## config.mk

```make
export PLATFORM = sky130hd
export DESIGN_NAME = lock_manager_with_wait_queue_top
export DESIGN_NICKNAME = d
export VERILOG_FILES = /design/src/sv/lmwq_pkg.sv /design/src/sv/lock_manager_with_wait_queue_top.sv /design/src/sv/lmwq_out.sv
export SDC_FILE = /design/constraint.sdc
export NUM_CORES = 2
export LEC_CHECK = 0
export BUFFER_PORTS_ARGS = -buffer_cell sky130_fd_sc_hd__buf_2
export CORE_UTILIZATION = 55
export CTS_BUF_LIST = sky130_fd_sc_hd__clkbuf_16
export CTS_CLUSTER_SIZE = 16
export DETAILED_ROUTE_END_ITERATION = 16
export GPL_TIMING_DRIVEN = 0
export PLACE_DENSITY = 0.71
export SETUP_SLACK_MARGIN = 0.3
export SLEW_MARGIN = 30
export SYNTH_ARGS = -nofsm -noshare
export SYNTH_HDL_FRONTEND = slang
export SYNTH_SLANG_ARGS = --single-unit
export TNS_END_PERCENT = 10
```

## constraint.sdc

```tcl
create_clock -name clk_i -period 19.7 [get_ports clk_i]
set_input_delay 2.955 -clock clk_i [delete_from_list [all_inputs] [get_ports clk_i]]
set_output_delay 2.955 -clock clk_i [all_outputs]
set_load 0.01 [all_outputs]
```

## src/sv/lmwq_pkg.sv

```systemverilog
// lmwq_pkg: shared types and codes of the lock manager with wait queue
// no dependencies; imported by lmwq_out and lock_manager_with_wait_queue_top

package lmwq_pkg;

  // operation codes
  localparam logic [1:0] OP_LOCK    = 2'd0;
  localparam logic [1:0] OP_RELEASE = 2'd1;
  localparam logic [1:0] OP_TICK    = 2'd2;
  localparam logic [1:0] OP_NOP     = 2'd3;

  // wait modes
  localparam logic [1:0] MODE_NOW   = 2'd0;
  localparam logic [1:0] MODE_PROBE = 2'd1;
  localparam logic [1:0] MODE_WAIT  = 2'd2;
  localparam logic [1:0] MODE_TIMED = 2'd3;

  // response codes
  localparam logic [2:0] RSP_GRANTED  = 3'd0;
  localparam logic [2:0] RSP_LOCKED   = 3'd1;
  localparam logic [2:0] RSP_AGAIN    = 3'd2;
  localparam logic [2:0] RSP_TIMEDOUT = 3'd3;
  localparam logic [2:0] RSP_FULL     = 3'd4;

  // at most this many results per request
  localparam int unsigned MAX_OUT = 16;
  localparam int unsigned CNT_W   = 5;

  typedef enum logic [2:0] {
    ST_IDLE,
    ST_SCAN,
    ST_LOCK_DEC,
    ST_REL_DEC,
    ST_GRANT_DEC,
    ST_TICK_DEC,
    ST_FLUSH
  } state_e;

  typedef enum logic [1:0] {
    SCAN_LOCK,
    SCAN_REL,
    SCAN_GRANT,
    SCAN_TICK
  } scan_e;

  // one slot of the client table memory
  typedef struct packed {
    logic [15:0] resource;
    logic [15:0] client;
    logic [1:0]  lock;
    logic [31:0] order;
    logic [31:0] deadline;
  } entry_t;

  // one response from the sequencer to the result stage
  typedef struct packed {
    logic        vld;
    logic [15:0] client;
    logic [15:0] res;
    logic [2:0]  code;
  } rsp_t;

endpackage

```

## src/sv/lock_manager_with_wait_queue_top.sv

```systemverilog
// lock_manager_with_wait_queue_top: lock table sequencer over a slot memory
// depends on lmwq_pkg and lmwq_out
//
// Usage: drive a request with start_i while busy_o is low; it is taken at that edge.
// operation 0 locks, 1 releases, 2 advances the millisecond clock, 3 is ignored.
// The client table lives in a synchronous memory of CLIENTS slots; every decision
// comes from one pass over it, one slot read per cycle. A lock request needs one
// pass, plus one pass per waiter granted and one final pass when it queues; a
// release is alike; a tick needs one pass per expired waiter and one final pass,
// plus the granting passes. Results appear on result_valid_o for one cycle each,
// a pass or more apart; the final one of a request has last_o high and shows in
// the first cycle of busy_o low. The receiver cannot stall the results. Reset
// empties the table, clears the clock, the order counter and compat_matrix; no
// clearing pass is needed. compat_matrix sits at APB address 0; the user must
// see that it is written only while busy_o is low, as the block does not enforce it.

module lock_manager_with_wait_queue_top #(
  parameter int unsigned CLIENTS    = 16,
  parameter int unsigned LOCK_TYPES = 4
) (
  input  logic        clk_i,
  input  logic        rst_ni,
  input  logic        psel,
  input  logic        penable,
  input  logic        pwrite,
  input  logic [2:0]  paddr,
  input  logic [31:0] pwdata,
  output logic [31:0] prdata,
  output logic        pready,
  input  logic        start_i,
  output logic        busy_o,
  input  logic [1:0]  operation_i,
  input  logic [15:0] requester_id_i,
  input  logic [15:0] resource_id_i,
  input  logic [1:0]  lock_type_i,
  input  logic [1:0]  wait_mode_i,
  input  logic [15:0] timeout_ms_i,
  output logic        result_valid_o,
  output logic [15:0] client_id_o,
  output logic [15:0] target_resource_o,
  output logic [2:0]  response_code_o,
  output logic        last_o
);
  import lmwq_pkg::*;

  localparam int unsigned IW = (CLIENTS > 1) ? $clog2(CLIENTS) : 1;
  localparam int unsigned CW = $clog2(CLIENTS + 1);

  // compatibility of a requested type with a held type
  function automatic logic compat_f(logic [1:0] r, logic [1:0] h, logic [15:0] m);
    int idx;
    idx = int'(r) * int'(LOCK_TYPES) + int'(h);
    if (int'(r) >= int'(LOCK_TYPES) || int'(h) >= int'(LOCK_TYPES) || idx >= 16) begin
      return 1'b0;
    end
    return m[idx[3:0]];
  endfunction

  // requested type fits every held type in the mask
  function automatic logic fits_f(logic [1:0] l, logic [3:0] mask, logic [15:0] m);
    logic ok;
    ok = 1'b1;
    for (int t = 0; t < 4; t++) begin
      if (mask[t] && !compat_f(l, 2'(t), m)) ok = 1'b0;
    end
    return ok;
  endfunction

  function automatic logic before_f(logic [31:0] a, logic [31:0] b);
    logic [31:0] diff;
    diff = a - b;
    return diff[31];
  endfunction

  // configuration register
  logic [15:0] cm_q;
  always_ff @(posedge clk_i or negedge rst_ni) begin
    if (!rst_ni) begin
      cm_q <= '0;
    end else if (psel && penable && pwrite && !paddr[2]) begin
      cm_q <= pwdata[15:0];
    end
  end
  assign pready = 1'b1;
  assign prdata = paddr[2] ? 32'd0 : {16'd0, cm_q};

  // control and request registers
  state_e        state_q, state_d;
  scan_e         kind_q, kind_d;
  logic          in_tick_q, in_tick_d;
  logic [CW-1:0] cnt_q, cnt_d;
  logic [15:0]   client_q, client_d;
  logic [15:0]   cur_res_q, cur_res_d;
  logic [1:0]    lock_q, lock_d;
  logic [1:0]    mode_q, mode_d;
  logic [15:0]   tmo_q, tmo_d;
  logic [31:0]   now_q, now_d;
  logic [31:0]   order_q, order_d;

  // slot flags
  logic [CLIENTS-1:0] valid_q, valid_d;
  logic [CLIENTS-1:0] active_q, active_d;
  logic [CLIENTS-1:0] hasdl_q, hasdl_d;

  // pass accumulators
  logic          pair_hit_q, pair_hit_d;
  logic [IW-1:0] pair_idx_q, pair_idx_d;
  logic          conf_q, conf_d;
  logic [3:0]    mask_q, mask_d;
  logic          free_hit_q, free_hit_d;
  logic [IW-1:0] free_idx_q, free_idx_d;
  logic          head_hit_q, head_hit_d;
  logic [IW-1:0] head_idx_q, head_idx_d;
  logic [31:0]   head_order_q, head_order_d;
  logic [15:0]   head_client_q, head_client_d;
  logic [1:0]    head_lock_q, head_lock_d;
  logic          pick_hit_q, pick_hit_d;
  logic [IW-1:0] pick_idx_q, pick_idx_d;
  logic [31:0]   pick_age_q, pick_age_d;
  logic [31:0]   pick_order_q, pick_order_d;
  logic [15:0]   pick_client_q, pick_client_d;
  logic [15:0]   pick_res_q, pick_res_d;

  // slot memory
  entry_t        mem [CLIENTS];
  entry_t        rd_q;
  logic          mem_we;
  logic [IW-1:0] mem_waddr;
  entry_t        mem_wdata;
  logic [IW-1:0] raddr;

  rsp_t rsp;
  logic flush;

  assign raddr = cnt_q[IW-1:0];

  always_ff @(posedge clk_i) begin
    if (mem_we) mem[mem_waddr] <= mem_wdata;
    rd_q <= mem[raddr];
  end

  // sequencer
  always_comb begin
    logic          go_scan;
    scan_e         go_kind;
    logic [IW-1:0] sidx;
    logic          v, a, h, rm;
    logic [31:0]   age;

    state_d = state_q;  kind_d = kind_q;  in_tick_d = in_tick_q;  cnt_d = cnt_q;
    client_d = client_q;  cur_res_d = cur_res_q;  lock_d = lock_q;
    mode_d = mode_q;  tmo_d = tmo_q;  now_d = now_q;  order_d = order_q;
    valid_d = valid_q;  active_d = active_q;  hasdl_d = hasdl_q;
    pair_hit_d = pair_hit_q;  pair_idx_d = pair_idx_q;  conf_d = conf_q;
    mask_d = mask_q;  free_hit_d = free_hit_q;  free_idx_d = free_idx_q;
    head_hit_d = head_hit_q;  head_idx_d = head_idx_q;  head_order_d = head_order_q;
    head_client_d = head_client_q;  head_lock_d = head_lock_q;
    pick_hit_d = pick_hit_q;  pick_idx_d = pick_idx_q;  pick_age_d = pick_age_q;
    pick_order_d = pick_order_q;  pick_client_d = pick_client_q;  pick_res_d = pick_res_q;
    mem_we = 1'b0;  mem_waddr = free_idx_q;
    mem_wdata = '{resource: cur_res_q, client: client_q, lock: lock_q,
                  order: order_q, deadline: now_q + 32'(tmo_q)};
    rsp = '{vld: 1'b0, client: client_q, res: cur_res_q, code: RSP_GRANTED};
    flush = 1'b0;
    go_scan = 1'b0;  go_kind = SCAN_LOCK;
    sidx = IW'(cnt_q - CW'(1));
    v = valid_q[sidx];  a = active_q[sidx];  h = hasdl_q[sidx];
    rm = (rd_q.resource == cur_res_q);
    age = now_q - rd_q.deadline;

    unique case (state_q)
      ST_IDLE: begin
        if (start_i) begin
          client_d = requester_id_i;  cur_res_d = resource_id_i;
          lock_d = lock_type_i;  mode_d = wait_mode_i;  tmo_d = timeout_ms_i;
          in_tick_d = 1'b0;
          unique case (operation_i)
            OP_LOCK:    begin go_scan = 1'b1; go_kind = SCAN_LOCK; end
            OP_RELEASE: begin go_scan = 1'b1; go_kind = SCAN_REL; end
            OP_TICK: begin
              now_d = now_q + 32'd1;  in_tick_d = 1'b1;
              go_scan = 1'b1;  go_kind = SCAN_TICK;
            end
            default: state_d = ST_FLUSH;
          endcase
        end
      end

      // one slot per cycle, data of slot cnt-1 arrives now
      ST_SCAN: begin
        cnt_d = cnt_q + CW'(1);
        if (cnt_q != '0) begin
          if (v && rd_q.client == client_q && rm && !pair_hit_q) begin
            pair_hit_d = 1'b1;  pair_idx_d = sidx;
          end
          if (!v && !free_hit_q) begin
            free_hit_d = 1'b1;  free_idx_d = sidx;
          end
          if (v && a && rm) begin
            mask_d[rd_q.lock] = 1'b1;
            if (!compat_f(lock_q, rd_q.lock, cm_q)) conf_d = 1'b1;
          end
          if (v && !a && rm && (!head_hit_q || before_f(rd_q.order, head_order_q))) begin
            head_hit_d = 1'b1;  head_idx_d = sidx;  head_order_d = rd_q.order;
            head_client_d = rd_q.client;  head_lock_d = rd_q.lock;
          end
          if (v && !a && h && !age[31] &&
              (!pick_hit_q || age > pick_age_q ||
               (age == pick_age_q && before_f(rd_q.order, pick_order_q)))) begin
            pick_hit_d = 1'b1;  pick_idx_d = sidx;  pick_age_d = age;
            pick_order_d = rd_q.order;  pick_client_d = rd_q.client;
            pick_res_d = rd_q.resource;
          end
        end
        if (cnt_q == CW'(CLIENTS)) begin
          unique case (kind_q)
            SCAN_LOCK:  state_d = ST_LOCK_DEC;
            SCAN_REL:   state_d = ST_REL_DEC;
            SCAN_GRANT: state_d = ST_GRANT_DEC;
            SCAN_TICK:  state_d = ST_TICK_DEC;
          endcase
        end
      end

      // lock request decision
      ST_LOCK_DEC: begin
        rsp.vld = 1'b1;
        state_d = ST_FLUSH;
        if (pair_hit_q) begin
          rsp.code = RSP_AGAIN;
        end else if (mode_q == MODE_PROBE) begin
          rsp.code = conf_q ? RSP_LOCKED : RSP_GRANTED;
        end else if (mode_q == MODE_NOW) begin
          if (conf_q) begin
            rsp.code = RSP_LOCKED;
          end else if (!free_hit_q) begin
            rsp.code = RSP_FULL;
          end else begin
            mem_we = 1'b1;  order_d = order_q + 32'd1;
            valid_d[free_idx_q] = 1'b1;  active_d[free_idx_q] = 1'b1;
            hasdl_d[free_idx_q] = 1'b0;
            rsp.code = RSP_GRANTED;
          end
        end else if (!free_hit_q) begin
          rsp.code = RSP_FULL;
        end else begin
          rsp.vld = 1'b0;
          mem_we = 1'b1;  order_d = order_q + 32'd1;
          valid_d[free_idx_q] = 1'b1;  active_d[free_idx_q] = 1'b0;
          hasdl_d[free_idx_q] = (mode_q == MODE_TIMED) && (tmo_q != 16'd0);
          go_scan = 1'b1;  go_kind = SCAN_GRANT;
        end
      end

      // release decision
      ST_REL_DEC: begin
        state_d = ST_FLUSH;
        if (pair_hit_q) begin
          valid_d[pair_idx_q] = 1'b0;  active_d[pair_idx_q] = 1'b0;
          hasdl_d[pair_idx_q] = 1'b0;
          if (active_q[pair_idx_q]) begin
            go_scan = 1'b1;  go_kind = SCAN_GRANT;
          end
        end
      end

      // grant the queue head if it fits every holder, else resume the tick or finish
      ST_GRANT_DEC: begin
        if (head_hit_q && fits_f(head_lock_q, mask_q, cm_q)) begin
          active_d[head_idx_q] = 1'b1;  hasdl_d[head_idx_q] = 1'b0;
          rsp.vld = 1'b1;  rsp.client = head_client_q;  rsp.code = RSP_GRANTED;
          go_scan = 1'b1;  go_kind = SCAN_GRANT;
        end else if (in_tick_q) begin
          go_scan = 1'b1;  go_kind = SCAN_TICK;
        end else begin
          state_d = ST_FLUSH;
        end
      end

      // drop the most overdue waiter, then grant on its resource
      ST_TICK_DEC: begin
        if (pick_hit_q) begin
          rsp.vld = 1'b1;  rsp.client = pick_client_q;  rsp.res = pick_res_q;
          rsp.code = RSP_TIMEDOUT;
          valid_d[pick_idx_q] = 1'b0;  hasdl_d[pick_idx_q] = 1'b0;
          cur_res_d = pick_res_q;
          go_scan = 1'b1;  go_kind = SCAN_GRANT;
        end else begin
          state_d = ST_FLUSH;
        end
      end

      ST_FLUSH: begin
        flush = 1'b1;
        state_d = ST_IDLE;
      end

      default: state_d = ST_IDLE;
    endcase

    // start a new pass over the table
    if (go_scan) begin
      state_d = ST_SCAN;  kind_d = go_kind;  cnt_d = '0;
      pair_hit_d = 1'b0;  conf_d = 1'b0;  mask_d = '0;  free_hit_d = 1'b0;
      head_hit_d = 1'b0;  pick_hit_d = 1'b0;
    end
  end

  always_ff @(posedge clk_i or negedge rst_ni) begin
    if (!rst_ni) begin
      state_q <= ST_IDLE;  kind_q <= SCAN_LOCK;  in_tick_q <= 1'b0;  cnt_q <= '0;
      now_q <= '0;  order_q <= '0;
      valid_q <= '0;  active_q <= '0;  hasdl_q <= '0;
      pair_hit_q <= 1'b0;  conf_q <= 1'b0;  mask_q <= '0;  free_hit_q <= 1'b0;
      head_hit_q <= 1'b0;  pick_hit_q <= 1'b0;
    end else begin
      state_q <= state_d;  kind_q <= kind_d;  in_tick_q <= in_tick_d;  cnt_q <= cnt_d;
      now_q <= now_d;  order_q <= order_d;
      valid_q <= valid_d;  active_q <= active_d;  hasdl_q <= hasdl_d;
      pair_hit_q <= pair_hit_d;  conf_q <= conf_d;  mask_q <= mask_d;
      free_hit_q <= free_hit_d;  head_hit_q <= head_hit_d;  pick_hit_q <= pick_hit_d;
    end
  end

  // payload registers
  always_ff @(posedge clk_i) begin
    client_q <= client_d;  cur_res_q <= cur_res_d;  lock_q <= lock_d;
    mode_q <= mode_d;  tmo_q <= tmo_d;
    pair_idx_q <= pair_idx_d;  free_idx_q <= free_idx_d;
    head_idx_q <= head_idx_d;  head_order_q <= head_order_d;
    head_client_q <= head_client_d;  head_lock_q <= head_lock_d;
    pick_idx_q <= pick_idx_d;  pick_age_q <= pick_age_d;  pick_order_q <= pick_order_d;
    pick_client_q <= pick_client_d;  pick_res_q <= pick_res_d;
  end

  assign busy_o = (state_q != ST_IDLE);

  // result stage
  lmwq_out u_out (
    .clk_i             (clk_i),
    .rst_ni            (rst_ni),
    .rsp_i             (rsp),
    .flush_i           (flush),
    .result_valid_o    (result_valid_o),
    .client_id_o       (client_id_o),
    .target_resource_o (target_resource_o),
    .response_code_o   (response_code_o),
    .last_o            (last_o)
  );

  // checks
  a_active_needs_valid: assert property (@(posedge clk_i) disable iff (!rst_ni)
    (active_q & ~valid_q) == '0)
    else $error("active slot without valid");

  a_request_makes_busy: assert property (@(posedge clk_i) disable iff (!rst_ni)
    start_i && !busy_o |=> busy_o)
    else $error("accepted request did not raise busy");

  a_quiet_after_last: assert property (@(posedge clk_i) disable iff (!rst_ni)
    result_valid_o && last_o |=> !result_valid_o)
    else $error("result after final response");

  a_idle_after_last: assert property (@(posedge clk_i) disable iff (!rst_ni)
    result_valid_o && last_o |-> !busy_o)
    else $error("final response while still busy");

endmodule

```

## src/sv/lmwq_out.sv

```systemverilog
// lmwq_out: result stage; holds one response back so the final one carries last
// depends on lmwq_pkg

module lmwq_out (
  input  logic            clk_i,
  input  logic            rst_ni,
  input  lmwq_pkg::rsp_t  rsp_i,
  input  logic            flush_i,
  output logic            result_valid_o,
  output logic [15:0]     client_id_o,
  output logic [15:0]     target_resource_o,
  output logic [2:0]      response_code_o,
  output logic            last_o
);
  import lmwq_pkg::*;

  logic             pend_vld_q, pend_vld_d;
  rsp_t             pend_q, pend_d;
  logic [CNT_W-1:0] cnt_q, cnt_d;
  logic             out_vld_q, out_vld_d;
  logic             out_last_q, out_last_d;
  rsp_t             out_q, out_d;

  // pending slot, drop beyond the per-request limit
  always_comb begin
    pend_vld_d = pend_vld_q;
    pend_d     = pend_q;
    cnt_d      = cnt_q;
    out_vld_d  = 1'b0;
    out_last_d = 1'b0;
    out_d      = pend_q;
    if (rsp_i.vld && (cnt_q < CNT_W'(MAX_OUT))) begin
      out_vld_d  = pend_vld_q;
      pend_d     = rsp_i;
      pend_vld_d = 1'b1;
      cnt_d      = cnt_q + CNT_W'(1);
    end
    if (flush_i) begin
      out_vld_d  = pend_vld_q;
      out_last_d = 1'b1;
      pend_vld_d = 1'b0;
      cnt_d      = '0;
    end
  end

  always_ff @(posedge clk_i or negedge rst_ni) begin
    if (!rst_ni) begin
      pend_vld_q <= 1'b0;
      cnt_q      <= '0;
      out_vld_q  <= 1'b0;
      out_last_q <= 1'b0;
    end else begin
      pend_vld_q <= pend_vld_d;
      cnt_q      <= cnt_d;
      out_vld_q  <= out_vld_d;
      out_last_q <= out_last_d;
    end
  end

  // payload registers
  always_ff @(posedge clk_i) begin
    pend_q <= pend_d;
    out_q  <= out_d;
  end

  assign result_valid_o    = out_vld_q;
  assign client_id_o       = out_q.client;
  assign target_resource_o = out_q.res;
  assign response_code_o   = out_q.code;
  assign last_o            = out_last_q;

endmodule
```

==> flow_summary.json <==
{
  "grt_use_total_pct": 27.0,
  "numCtsBuffers": 203,
  "fp.dieArea_um2": 154000,
  "finalWorstSetupSlack_ns": 12.33,
  "fin_area_um2": 96700,
  "synth_edf_count": 1817,
  "syn_area_per_cell_um2": 18.8,
  "relSlewSlack_pct": 18.5,
  "crit_buf_inv": 7,
  "final_common_cell": "edfxtp_1",
  "p_per_area_nw_per_um2": 124,
  "drtIter0Drc": 4635,
  "cp_common_cell": "clkbuf_1",
  "hp-class": "flop to flop",
  "p_leak_nw": 32.4,
  "min_period_ns": 7.37,
  "worstPathArrival_ns": 7.86,
  "worst-setup-path-type": "flop to flop",
  "slew_viol_final": 0,
  "drive_above_1_share_pct": 24.9,
  "die_x_um": 393,
  "start_util_pct": 55.7,
  "synthCells": 4454,
  "final_cell_mix": "edfxtp_1 (1817), mux4_2 (517), inv_1 (224), clkbuf_16 (205), nand2_1 (199)",
  "grt_overflow": 0,
  "wirelength_mm": 205,
  "grt_pass1_wl_mm": 300,
  "hold_buffers": 0,
  "post-cts-setup-buffer-count": 0,
  "yosys_warnings": 0,
  "pin_count": 166,
  "maxCapViolCount": 0,
  "placementRows": 142,
  "hold_viol": 0,
  "vias_per_cell": 6.22,
  "clk_path_buf_depth": 3,
  "syn_area_um2": 83900,
  "ant_nets": 0,
  "fin_util_pct": 64.2,
  "grt_pass1_vias": 44811,
  "period_share_pct": 37.4,
  "seq_area_frac_synth_pct": 72.8,
  "path_clk_slew_ns": 0.06,
  "htreeDepth": 4,
  "worst_slew_pin_slew_ns": 1.21,
  "core_um2": 151000,
  "hpwl_mm": 136,
  "antenna_found_initial": 7,
  "cp_cell_sequence": "clkbuf_1 > clkbuf_2 > clkbuf_1 > inv_1 > ha_1 > clkbuf_1 > mux4_2 > mux2_2 > a21oi_1 > nand3_1 > nor2_1 > o311a_4 > buf_12 > buf_16",
  "max-vdd-ir-drop_mv": 0.109,
  "io_buffers": 130,
  "drc": 0,
  "cts_root_buffer": "clkbuf_16",
  "path_max_fanout": 40,
  "dp_slack_ns": 12.37,
  "cp-start-kind": "flop",
  "status": "completed",
  "tns_ns": 0,
  "cts_resized": 0,
  "cpPeakStageDelay_ns": 0.77,
  "syn_to_final_growth_pct": 15.1,
  "num_vias": 44666,
  "required_ns": 20.19,
  "synthArstFlopShare_pct": 7.41,
  "clock_skew_ns": 0.0421,
  "synth.ff_latch_count": 2106,
  "fin_nets": 5236,
  "clock.fmax_mhz": 136,
  "dpl_cell_area_um2": 90200,
  "dr.pass1.iters": 6,
  "endpoint_kind": "flop",
  "critPathTopFamily": "buffers and inverters",
  "setup_viol": 0,
  "synthFlopType": "edfxtp_1",
  "n_fill_cell": 10220,
  "tritoncts": "yes",
  "dieHeight_um": 393,
  "grt_max_degree": 65,
  "wire_per_inst_um": 28.5,
  "synthDistinctLibCells": 77,
  "clock_latency_ns": 0.82,
  "cpMaxStageDelayCell": "a21oi_1",
  "reg2reg_slack_ns": 12.33,
  "gp_congestion": 0.920,
  "clock_sinks": 2106,
  "rsz0062_at_grt": "false"
}
[cells in the mapped netlist, types with 4 or more instances]
| master | count | area [µm²] |
|---|---|---|
| a211o_1 | 4 | 35.0 |
| a211oi_1 | 6 | 45.0 |
| a21o_1 | 41 | 308 |
| a21oi_1 | 135 | 676 |
| a221oi_1 | 5 | 43.8 |
| a22o_1 | 32 | 280 |
| a22oi_1 | 7 | 52.6 |
| a31oi_1 | 31 | 194 |
| a32oi_1 | 4 | 35.0 |
| a41oi_1 | 6 | 52.6 |
| and2_1 | 12 | 75.1 |
| and3_1 | 17 | 106 |
| buf_1 | 37 | 139 |
| buf_2 | 5 | 25.0 |
| buf_4 | 17 | 128 |
| clkbuf_1 | 140 | 526 |
| dfrtp_1 | 156 | 3900 |
| dfxtp_1 | 133 | 2660 |
| edfxtp_1 | 1817 | 54600 |
| ha_1 | 149 | 1860 |
| inv_1 | 166 | 623 |
| mux2_2 | 18 | 203 |
| mux2i_1 | 18 | 180 |
| mux4_2 | 517 | 11600 |
| nand2_1 | 199 | 747 |
| nand2b_1 | 33 | 206 |
| nand3_1 | 47 | 235 |
| nand4_1 | 35 | 219 |
| nor2_1 | 144 | 541 |
| nor2b_1 | 42 | 263 |
| nor3_1 | 39 | 195 |
| nor4_1 | 13 | 81.3 |
| o211ai_1 | 7 | 52.6 |
| o21a_1 | 11 | 82.6 |
| o21ai_0 | 160 | 801 |
| o21bai_1 | 4 | 30.0 |
| o221ai_1 | 7 | 61.3 |
| o22ai_1 | 5 | 31.3 |
| o31ai_1 | 6 | 45.0 |
| or2_2 | 6 | 37.5 |
| or3_1 | 10 | 62.6 |
| xnor2_1 | 104 | 911 |
| xor2_1 | 59 | 517 |
[worst register-to-register path, stage by stage, from the launching register on]
cell      delay (ns)
dfrtp_1         0.36
clkbuf_1        0.54
clkbuf_2        0.57
clkbuf_1        0.62
inv_1           0.20
ha_1            0.56
clkbuf_1        0.74
mux4_2          0.44
mux2_2          0.29
a21oi_1         0.77
nand3_1         0.27
nor2_1          0.38
o311a_4         0.62
buf_12          0.30
buf_16          0.32
[power breakdown]
group	switching (W)	leakage (nW)	internal, W
clock network	0.00165	3.32	0.00204
logic	0.00157	10.5	0.00130
registers	0.000226	18.5	0.00522
total	0.00344	32.4	0.00856
[per-layer routing]
metal	global-route usage [%]	up-vias	share of wire [%]
met5	0	-	0.0064
met2	43.9	2039	49
li1	-	18862	-
met4	7.92	2	2.7
met1	37.8	23426	40
met3	4.91	337	8.3
[state kept, by name, summed over array words and instances, names as in the netlist, 5 cells and up, named ones only]
name and flops:
pick_order_q 32, client_q 16, cnt_q 5, u_out.target_resource_o 16, pick_age_q 32, u_out.out_d 35, order_q 32, mem 1568
u_out.client_id_o 16, pick_res_q 16, valid_q 16, u_out.cnt_q 5, head_client_q 16, hasdl_q 16, now_q 32, pick_client_q 16
tmo_q 16, cur_res_q 16, head_order_q 32, rd_q 98, cm_q 16
[cell families (layout without fill, tap and decap cells)]
| kind of cell | count (synthesis) | in the layout | synth area share (%) |
|---|---|---|---|
| fa+ha+maj | 151 | 151 | 2.27 |
| xor+xnor | 163 | 163 | 1.70 |
| compound gates | 494 | 494 | 3.60 |
| other cells | 2 | 19 | 0.00895 |
| flops | 2106 | 2106 | 72.8 |
| mux | 553 | 553 | 14.3 |
| simple gates | 618 | 618 | 3.53 |
| buf+inv | 367 | 1066 | 1.74 |
[final timing paths]
check                                       end  depth (start not counted)            start
setup / recovery                 pick_res_q[14]                         14         cnt_q[1]
hold / removal             u_out.client_id_o[6]                          0  u_out.out_d[25]
max in group asynchronous           order_q[14]                          2           rst_ni
hold reg to reg            u_out.client_id_o[6]                          0  u_out.out_d[25]
setup reg to reg                 pick_res_q[14]                         14         cnt_q[1]
min in group asynchronous             async pin                          1           rst_ni
[stage by stage]
step | power, W | cells | hold WS, ns
after CTS | 0.0121 | 7184 | 0.335
final | 0.0120 | 7186 | 0.338
after detailed placement | 0.00840 | 6801 | 0.327
after floorplan | 0.00738 | 4469 | 0.323
after global placement | 0.00832 | 6615 | 0.326
after global routing | 0.0124 | 7185 | 0.344
[layout make-up]
type                       instances  area [µm²]  area share (%)
multi-input combinational       1996       21800            22.6
antenna                            2        5.00         0.00518
sequential                      2106       61100            63.2
tap                             2016        2520            2.61
timing repair buffer             316        3330            3.44
inverter                         166         626           0.647
clock inverter                   178        1200            1.24
buffer                           201         910           0.941
clock buffer                     205        5130            5.31
Note: power is estimated with default switching activity, not from simulation.
